<file path="src/rtl/pal_pkg.sv">
// ----------------------------------------------------------------------------
// pal_pkg
// Shared types and constants for the positional array list.
// ----------------------------------------------------------------------------
package pal_pkg;

  localparam int CAPACITY   = 1024;
  localparam int ITEM_WIDTH = 16;

  localparam int CMD_W      = 3;
  localparam int POS_W      = 11;
  localparam int COUNT_W    = 11;
  localparam int STATUS_W   = 2;

  // internal count and index widths
  localparam int CNT_W      = $clog2(CAPACITY + 1);
  localparam int WH_W       = (CNT_W > POS_W) ? CNT_W : POS_W;

  // cells per group and number of groups in the chain
  localparam int GROUP_SIZE = 32;
  localparam int NUM_GROUPS = (CAPACITY + GROUP_SIZE - 1) / GROUP_SIZE;

  typedef enum logic [CMD_W-1:0] {
    CMD_INS_HEAD = 3'd0,
    CMD_INS_TAIL = 3'd1,
    CMD_INS_POS  = 3'd2,
    CMD_REM_HEAD = 3'd3,
    CMD_REM_TAIL = 3'd4,
    CMD_REM_POS  = 3'd5
  } cmd_t;

  typedef enum logic [STATUS_W-1:0] {
    ST_OK    = 2'd0,
    ST_FULL  = 2'd1,
    ST_EMPTY = 2'd2,
    ST_RANGE = 2'd3
  } status_t;

  // operation broadcast to every cell of the chain
  typedef struct packed {
    logic                  ins;
    logic                  rem;
    logic [WH_W-1:0]       where;
    logic [ITEM_WIDTH-1:0] item;
  } pal_op_t;

endpackage

</file>
<file path="src/rtl/pal_if.sv">
// ----------------------------------------------------------------------------
// pal_if
// Command and result channels of the positional array list.
// ----------------------------------------------------------------------------
interface pal_in_if import pal_pkg::*; ();
  logic                  valid;
  logic                  ready;
  logic [CMD_W-1:0]      cmd;
  logic [POS_W-1:0]      position;
  logic [ITEM_WIDTH-1:0] item;

  modport source (output valid, cmd, position, item, input ready);
  modport sink   (input valid, cmd, position, item, output ready);
endinterface

interface pal_out_if import pal_pkg::*; ();
  logic                  valid;
  logic                  ready;
  logic [ITEM_WIDTH-1:0] removed_item;
  logic [STATUS_W-1:0]   status;
  logic [COUNT_W-1:0]    count;

  modport source (output valid, removed_item, status, count, input ready);
  modport sink   (input valid, removed_item, status, count, output ready);
endinterface

</file>
<file path="src/rtl/pal_ctrl.sv">
// ----------------------------------------------------------------------------
// pal_ctrl
// Command decode, checks, entry count and result sequencing.
// ----------------------------------------------------------------------------
module pal_ctrl import pal_pkg::*; (
  input  logic                  clk,
  input  logic                  rst_n,
  pal_in_if.sink                in_ch,
  pal_out_if.source             out_ch,
  input  logic [ITEM_WIDTH-1:0] gathered,
  output pal_op_t               op
);

  typedef enum logic [1:0] {
    S_IDLE,
    S_GATHER,
    S_OUT
  } state_t;

  state_t                state_r;
  logic [CNT_W-1:0]      count_r;
  logic [CNT_W-1:0]      count_nxt;
  status_t               status_r;
  status_t               status_nxt;
  logic [ITEM_WIDTH-1:0] removed_r;
  logic                  ins_c;
  logic                  rem_c;
  logic [WH_W-1:0]       where_c;
  logic [WH_W-1:0]       cnt_ext;
  logic [WH_W-1:0]       pos_ext;
  logic                  accept;

  assign cnt_ext = WH_W'(count_r);
  assign pos_ext = WH_W'(in_ch.position);
  assign accept  = in_ch.valid && in_ch.ready;

  always_comb begin
    status_nxt = ST_OK;
    ins_c      = 1'b0;
    rem_c      = 1'b0;
    where_c    = '0;
    count_nxt  = count_r;
    unique case (in_ch.cmd)
      CMD_INS_HEAD, CMD_INS_TAIL, CMD_INS_POS: begin
        if (in_ch.cmd == CMD_INS_TAIL) begin
          where_c = cnt_ext;
        end else if (in_ch.cmd == CMD_INS_POS) begin
          where_c = pos_ext;
        end
        if (count_r >= CNT_W'(CAPACITY)) begin
          status_nxt = ST_FULL;
        end else if (where_c > cnt_ext) begin
          status_nxt = ST_RANGE;
        end else begin
          ins_c     = 1'b1;
          count_nxt = count_r + CNT_W'(1);
        end
      end
      CMD_REM_HEAD, CMD_REM_TAIL, CMD_REM_POS: begin
        if (count_r == '0) begin
          status_nxt = ST_EMPTY;
        end else begin
          if (in_ch.cmd == CMD_REM_TAIL) begin
            where_c = cnt_ext - WH_W'(1);
          end else if (in_ch.cmd == CMD_REM_POS) begin
            where_c = pos_ext;
          end
          if (where_c >= cnt_ext) begin
            status_nxt = ST_RANGE;
          end else begin
            rem_c     = 1'b1;
            count_nxt = count_r - CNT_W'(1);
          end
        end
      end
      default: begin
        status_nxt = ST_OK;
      end
    endcase
  end

  assign op.ins   = accept && ins_c;
  assign op.rem   = accept && rem_c;
  assign op.where = where_c;
  assign op.item  = in_ch.item;

  always_ff @(posedge clk) begin
    if (!rst_n) begin
      state_r <= S_IDLE;
      count_r <= '0;
    end else begin
      unique case (state_r)
        S_IDLE: begin
          if (accept) begin
            count_r  <= count_nxt;
            status_r <= status_nxt;
            state_r  <= S_GATHER;
          end
        end
        S_GATHER: begin
          removed_r <= gathered;
          state_r   <= S_OUT;
        end
        S_OUT: begin
          if (out_ch.ready) begin
            state_r <= S_IDLE;
          end
        end
        default: begin
          state_r <= S_IDLE;
        end
      endcase
    end
  end

  assign in_ch.ready         = (state_r == S_IDLE);
  assign out_ch.valid        = (state_r == S_OUT);
  assign out_ch.removed_item = removed_r;
  assign out_ch.status       = status_r;
  assign out_ch.count        = COUNT_W'(count_r);

endmodule

</file>
<file path="src/flat_wrapper.sv">
// flat-port wrapper written by rule: the top's interface ports become plain ports
module pal_ctrl_flat import pal_pkg::*;
  (clk, rst_n, gathered, op, in_ch_valid, in_ch_cmd, in_ch_position, in_ch_item, in_ch_ready, out_ch_valid, out_ch_removed_item, out_ch_status, out_ch_count, out_ch_ready);
  pal_in_if in_ch_i ();
  pal_out_if out_ch_i ();
  input  logic clk;
  input  logic rst_n;
  input  logic [ITEM_WIDTH-1:0] gathered;
  output pal_op_t op;
  input wire logic [$bits(in_ch_i.valid)-1:0] in_ch_valid;
  input wire logic [$bits(in_ch_i.cmd)-1:0] in_ch_cmd;
  input wire logic [$bits(in_ch_i.position)-1:0] in_ch_position;
  input wire logic [$bits(in_ch_i.item)-1:0] in_ch_item;
  output wire logic [$bits(in_ch_i.ready)-1:0] in_ch_ready;
  output wire logic [$bits(out_ch_i.valid)-1:0] out_ch_valid;
  output wire logic [$bits(out_ch_i.removed_item)-1:0] out_ch_removed_item;
  output wire logic [$bits(out_ch_i.status)-1:0] out_ch_status;
  output wire logic [$bits(out_ch_i.count)-1:0] out_ch_count;
  input wire logic [$bits(out_ch_i.ready)-1:0] out_ch_ready;
  assign in_ch_i.valid = in_ch_valid;
  assign in_ch_i.cmd = in_ch_cmd;
  assign in_ch_i.position = in_ch_position;
  assign in_ch_i.item = in_ch_item;
  assign in_ch_ready = in_ch_i.ready;
  assign out_ch_valid = out_ch_i.valid;
  assign out_ch_removed_item = out_ch_i.removed_item;
  assign out_ch_status = out_ch_i.status;
  assign out_ch_count = out_ch_i.count;
  assign out_ch_i.ready = out_ch_ready;
  pal_ctrl u_core (.clk(clk), .rst_n(rst_n), .in_ch(in_ch_i), .out_ch(out_ch_i), .gathered(gathered), .op(op));
endmodule
</file>
<file path="config.mk">
export PLATFORM = sky130hd
export DESIGN_NAME = pal_ctrl_flat
export DESIGN_NICKNAME = d
export VERILOG_FILES = /design/src/rtl/pal_pkg.sv /design/src/rtl/pal_if.sv /design/src/rtl/pal_ctrl.sv /design/src/flat_wrapper.sv
export SDC_FILE = /design/constraint.sdc
export NUM_CORES = 1
export LEC_CHECK = 0
export BUFFER_PORTS_ARGS = -buffer_cell sky130_fd_sc_hd__buf_2
export CORE_ASPECT_RATIO = 1.2
export CORE_MARGIN = 2
export CORE_UTILIZATION = 49
export DETAILED_ROUTE_END_ITERATION = 6
export HOLD_SLACK_MARGIN = 0.12
export PLACE_DENSITY_LB_ADDON = 0.1
export SLEW_MARGIN = 20
export SYNTH_ARGS = -nofsm -noshare
export SYNTH_HDL_FRONTEND = slang
export SYNTH_SLANG_ARGS = --single-unit
</file>
<file path="constraint.sdc">
create_clock -name clk -period 3.9 [get_ports clk]
set_input_delay 0.78 -clock clk [delete_from_list [all_inputs] [get_ports clk]]
set_output_delay 0.78 -clock clk [all_outputs]
set_load 0.005 [all_outputs]
</file>
* Yosys cells after proc, flatten, opt, wreduce, memory -nomap -nowiden
Cells that the tools add are included.
** Storage, ports and cells
- Register bits after elaboration :: 31
- Input bits :: 50
- Output and inout bits :: 60
** Operators by class
- Add/subtract/negate cells :: 2
- Order comparisons :: 3
- Eq/ne operators :: 13
- Multiplexer cells :: 28
- Reduce and logical (&&, ||, !) cells :: 13
** Operator list (number)
- $mux W11 :: 12
- $pmux W11 S2 :: 2
- $mux W2 :: 6
- $add A11 B1 Y11 const B :: 1
- $ge A11 B11 Y1 :: 1
- $ge A11 B11 Y1 const B :: 1
- $gt A11 B11 Y1 :: 1
- $logic_not A11 Y1 :: 1
- $sub A11 B1 Y11 const B :: 1
- $ne A2 B2 Y1 const B :: 5
- $reduce_and A7 Y1 :: 1
- $eq A3 B2 Y1 const B :: 2
- $eq A3 B3 Y1 const B :: 2
- $mux W1 :: 6
- $pmux W2 S3 :: 1
- $reduce_or A3 Y1 :: 2
- $pmux W2 S2 :: 1
- $reduce_and A2 Y1 :: 2
- $eq A3 B1 Y1 const B :: 1
- $logic_and A1 B1 Y1 :: 3
- $logic_not A3 Y1 :: 1
- $reduce_and A3 Y1 :: 1
- $eq A2 B1 Y1 const B :: 1
- $eq A2 B2 Y1 const B :: 1
- 3 further kinds :: 3

* Logic depth before layout (Yosys ltp)
- Word-level depth :: 10
- Mapped depth :: 16

* Worst setup path before layout
OpenSTA, ideal clock, no wires.
- Path kind :: input to output
- Start point :: input in_ch_cmd[0]
- End point :: output op[27] (netlist name)
- Arrival :: 2.715 ns
- Required time :: 3.120 ns
- Setup slack :: 0.405 ns
- Stages :: 12
- Buffers on the path :: 2
- Cell sequence :: clkbuf_1 -> buf_2 -> a21oi_1 -> a21oi_1 -> nor2_1 -> ha_1 -> a21o_1 -> a221oi_1 -> o21ai_0 -> nand2b_1 -> nand2_1 -> nor3_1
** RTL lines
- from (decl) :: line flat_wrapper.sv:11 : input wire logic [$bits(in_ch_i.cmd)-1:0] in_ch_cmd;
- to (decl) :: line flat_wrapper.sv:9 : output pal_op_t op;

==> results.cfg <==
[detailed_routing]
avgRoutedWirePerCell_um = 16.2
totalWireLength_um = 7190
drtPass1Iterations = 5
drc = 0
ant_nets = 0
routed_via_density = 5.77
drtIter0Drc = 137
via_count = 2569

[cells_and_area]
fillers = 486
nets = 456
diodes = 0
drive_above_1_share = 0.321
finalInstanceArea_um2 = 3220
synthToLayoutAreaGrowth_pct = 22.6
final_cells = 445

[logic_synthesis]
yosysUniqueCellTypes = 47
seq_area_frac_synth = 0.305
synth_area_leaders = edfxtp_1 (21%), ha_1 (11%), dfxtp_1 (9.9%), buf_4 (4.9%), nand2_1 (4.7%)
syn_area_per_cell_um2 = 8.41
synth_edf_count = 18
synth_top_area_share = 0.206
ys_seq_elements = 31
ys_top_cells_by_count = nand2_1 (33), nor2_1 (29), ha_1 (24)
synth_top_area_cell = edfxtp_1
synthCells = 312
syn-cell-area_um2 = 2630
synthFlopType = edfxtp_1
ys_warn_count = 0
synth_most_common_cell = nand2_1
async_flop_share = 0
synth_nets = 386

[die]
die_y_um = 84.2
ios = 110
rows = 29
die_w_um = 70.8
core-area_um2 = 5230
die-area_um2 = 5960
start_util = 0.502

[global_routing]
antenna_found_initial = 0
met3_usage = 0.0480
met1_usage = 0.291
top_usage_layer = met2
overflow = 0
grt_pass1_vias = 2338
grt_start_max_net_pins = 18
track_usage = 0.240
grt_util_met2 = 0.408
grt_pass1_wl_um = 11400

[timing]
hold_viol = 0
grt_setup_unrepaired = yes
fin_crit_ns = 3.87
setup_viol = 0
fin_crit_sh = 0.993
fmax_ghz = 0.258
fin_worst_skew_ns = 0.00676
max_slew.worst_pin.slew_ns = 0.533
maxSlewHeadroom = 0.645
hold_ws_ns = 0.480
fin_setup_tns_ns = 0
final_max_slew_viol_count = 0

[min_path]
min_path_cells = 2
hold_start = u_core.out_ch.count[0]
holdCritPathClass = reg -> reg
whs_endpoint = u_core.out_ch.count[0]

[place]
routabilityCongestion = 0.952
dp.cells = 432
portBuffers = 77
dpl.hpwl_um = 5480
dpl_cell_area_um2 = 3000

[critical_path]
r2r.worst_path.cells = 13
max_stage_delay_ns = 0.43
required_ns = 3.12
slowest_stage = or4_4
endpoint_kind = primary output
crit_top_cell = a21oi_2
cp_max_fo = 4
critPathTopFamily = simple AND/OR/NAND/NOR gates
critPathLaunchType = flip-flop
r2r_slack_ns = 0.40
arrival_ns = 3.09
worstSetupPathType = reg -> out
reg2reg_from = u_core.out_ch.count[0]
cp.depth = 12
regToRegEndpoint = u_core.out_ch.count[5]
crit_path_cell_trace = or3_4 > nand4b_4 > or4_4 > a21oi_2 > a21oi_2 > nor2_1 > ha_1 > a21o_1 > a21oi_2 > nand2_2 > nor3_1 > buf_2
worst-path-buf-inv = 1

[clocking]
postCtsHoldBufs = 0
cts.sinks = 31
cts-htree-levels = 2
cts_buffers = 5
cts_tree = done
clockBufferDepth = 2
path_clk_slew_ns = 0.07
clockRootBuffer = clkbuf_8
clk_latency_ns = 0.29

[pwr]
leakage_nw = 1.54
vdd_ir_drop_max_v = 0.000204
powerDensity_nw_per_um2 = 404

[outcome]
outcome = completed

[job]
cap_violations = 0
cells by family after synthesis:
family | after synthesis | share of synthesized area
buffers and inverters | 51 | 0.103
adders and majority gates | 24 | 0.114
DFF | 31 | 0.305
muxes | 11 | 0.0419
xor gates and xnor gates | 6 | 0.0200
and+or+nand+nor | 109 | 0.211
AOI/OAI and AO/OA | 80 | 0.204
worst max path at each step:
| stage | from | endpoint |
|---|---|---|
| floorplan | in_ch_cmd[0] | op[27] |
| global placement | u_core.out_ch.count[1] | op[27] |
| detailed placement | u_core.out_ch.count[1] | op[27] |
| CTS | u_core.out_ch.count[0] | op[27] |
| global route | u_core.out_ch.count[0] | op[27] |
| finish | u_core.out_ch.count[0] | op[27] |
power breakdown:
part           leakage [nW]  switching (mW)  total, mW  internal, mW
Clock                0.0581           0.131      0.321         0.190
Combinational          1.21           0.321      0.587         0.266
Sequential            0.272          0.0230      0.393         0.370
Total                  1.54           0.475       1.30         0.826
placed cells by master, fill, tap and decap left out, types with 6 or more instances in the layout:
cell type | synthesis | final
buf_2 | 6 | 77
nand2_1 | 33 | 32
nor2_1 | 29 | 29
ha_1 | 24 | 23
a21oi_1 | 23 | 20
edfxtp_1 | 18 | 18
buf_4 | 17 | 17
inv_1 | 18 | 16
mux2i_1 | 11 | 11
nor3_1 | 12 | 11
dfxtp_1 | 13 | 11
a21o_1 | 10 | 10
o31ai_1 | 8 | 8
o21ai_0 | 9 | 7
nand2b_1 | 6 | 6
xnor2_1 | 6 | 6
nand4_1 | 6 | 6
area by class of cell:
type / instances / area, um^2 / area share
Timing Repair Buffer: 96 / 544 / 0.169
Clock buffer: 5 / 68.8 / 0.0214
Tap cell: 62 / 77.6 / 0.0241
Sequential cell: 31 / 806 / 0.250
Inverter: 18 / 67.6 / 0.0210
Clock inverter: 3 / 43.8 / 0.0136
Multi-Input combinational cell: 230 / 1610 / 0.501
worst reg2reg max path: stages (launching register included):
cell and delay [ns]:
dfxtp_2 0.34, or3_4 0.40, nand4b_4 0.21, or4_4 0.44
a21oi_2 0.15, a21oi_2 0.06, nor2_1 0.14, ha_1 0.26
a21o_1 0.19, a21oi_2 0.21, a31oi_1 0.13, o21a_1 0.24
or4_1 0.53, a21oi_1 0.15
per-layer routing:
metal | vias up | share of wire
li1 | 1263 | -
met5 | - | 0
met2 | 107 | 0.48
met4 | 0 | 0.032
met3 | 24 | 0.073
met1 | 1175 | 0.41
metrics by stage:
stage,util,setup WS [ns],total power [mW]
5_1_grt,0.616,-0.0406,1.39
3_5_place_dp,0.574,0.149,0.923
6_report,0.616,0.0273,1.30
4_1_cts,0.602,0.0276,1.26
2_1_floorplan,-,0.405,0.776
3_3_place_gp,0.574,0.199,0.915
state kept, by name, indices dropped and copies added, names as in the netlist:
| name | count |
|---|---|
| u_core.state_r | 2 |
| u_core.out_ch.status | 2 |
| u_core.out_ch.count | 11 |
| u_core.out_ch.removed_item | 16 |
repair_timing:
action,4_1_cts,5_1_grt
gates cloned,0,1
pin swaps,0,6
setup buffers,0,4
setup endpoints to repair,1,2
gates resized for setup,6,13
endpoints found under the hold margin,0,0
Power figures use the tool's default switching activity.
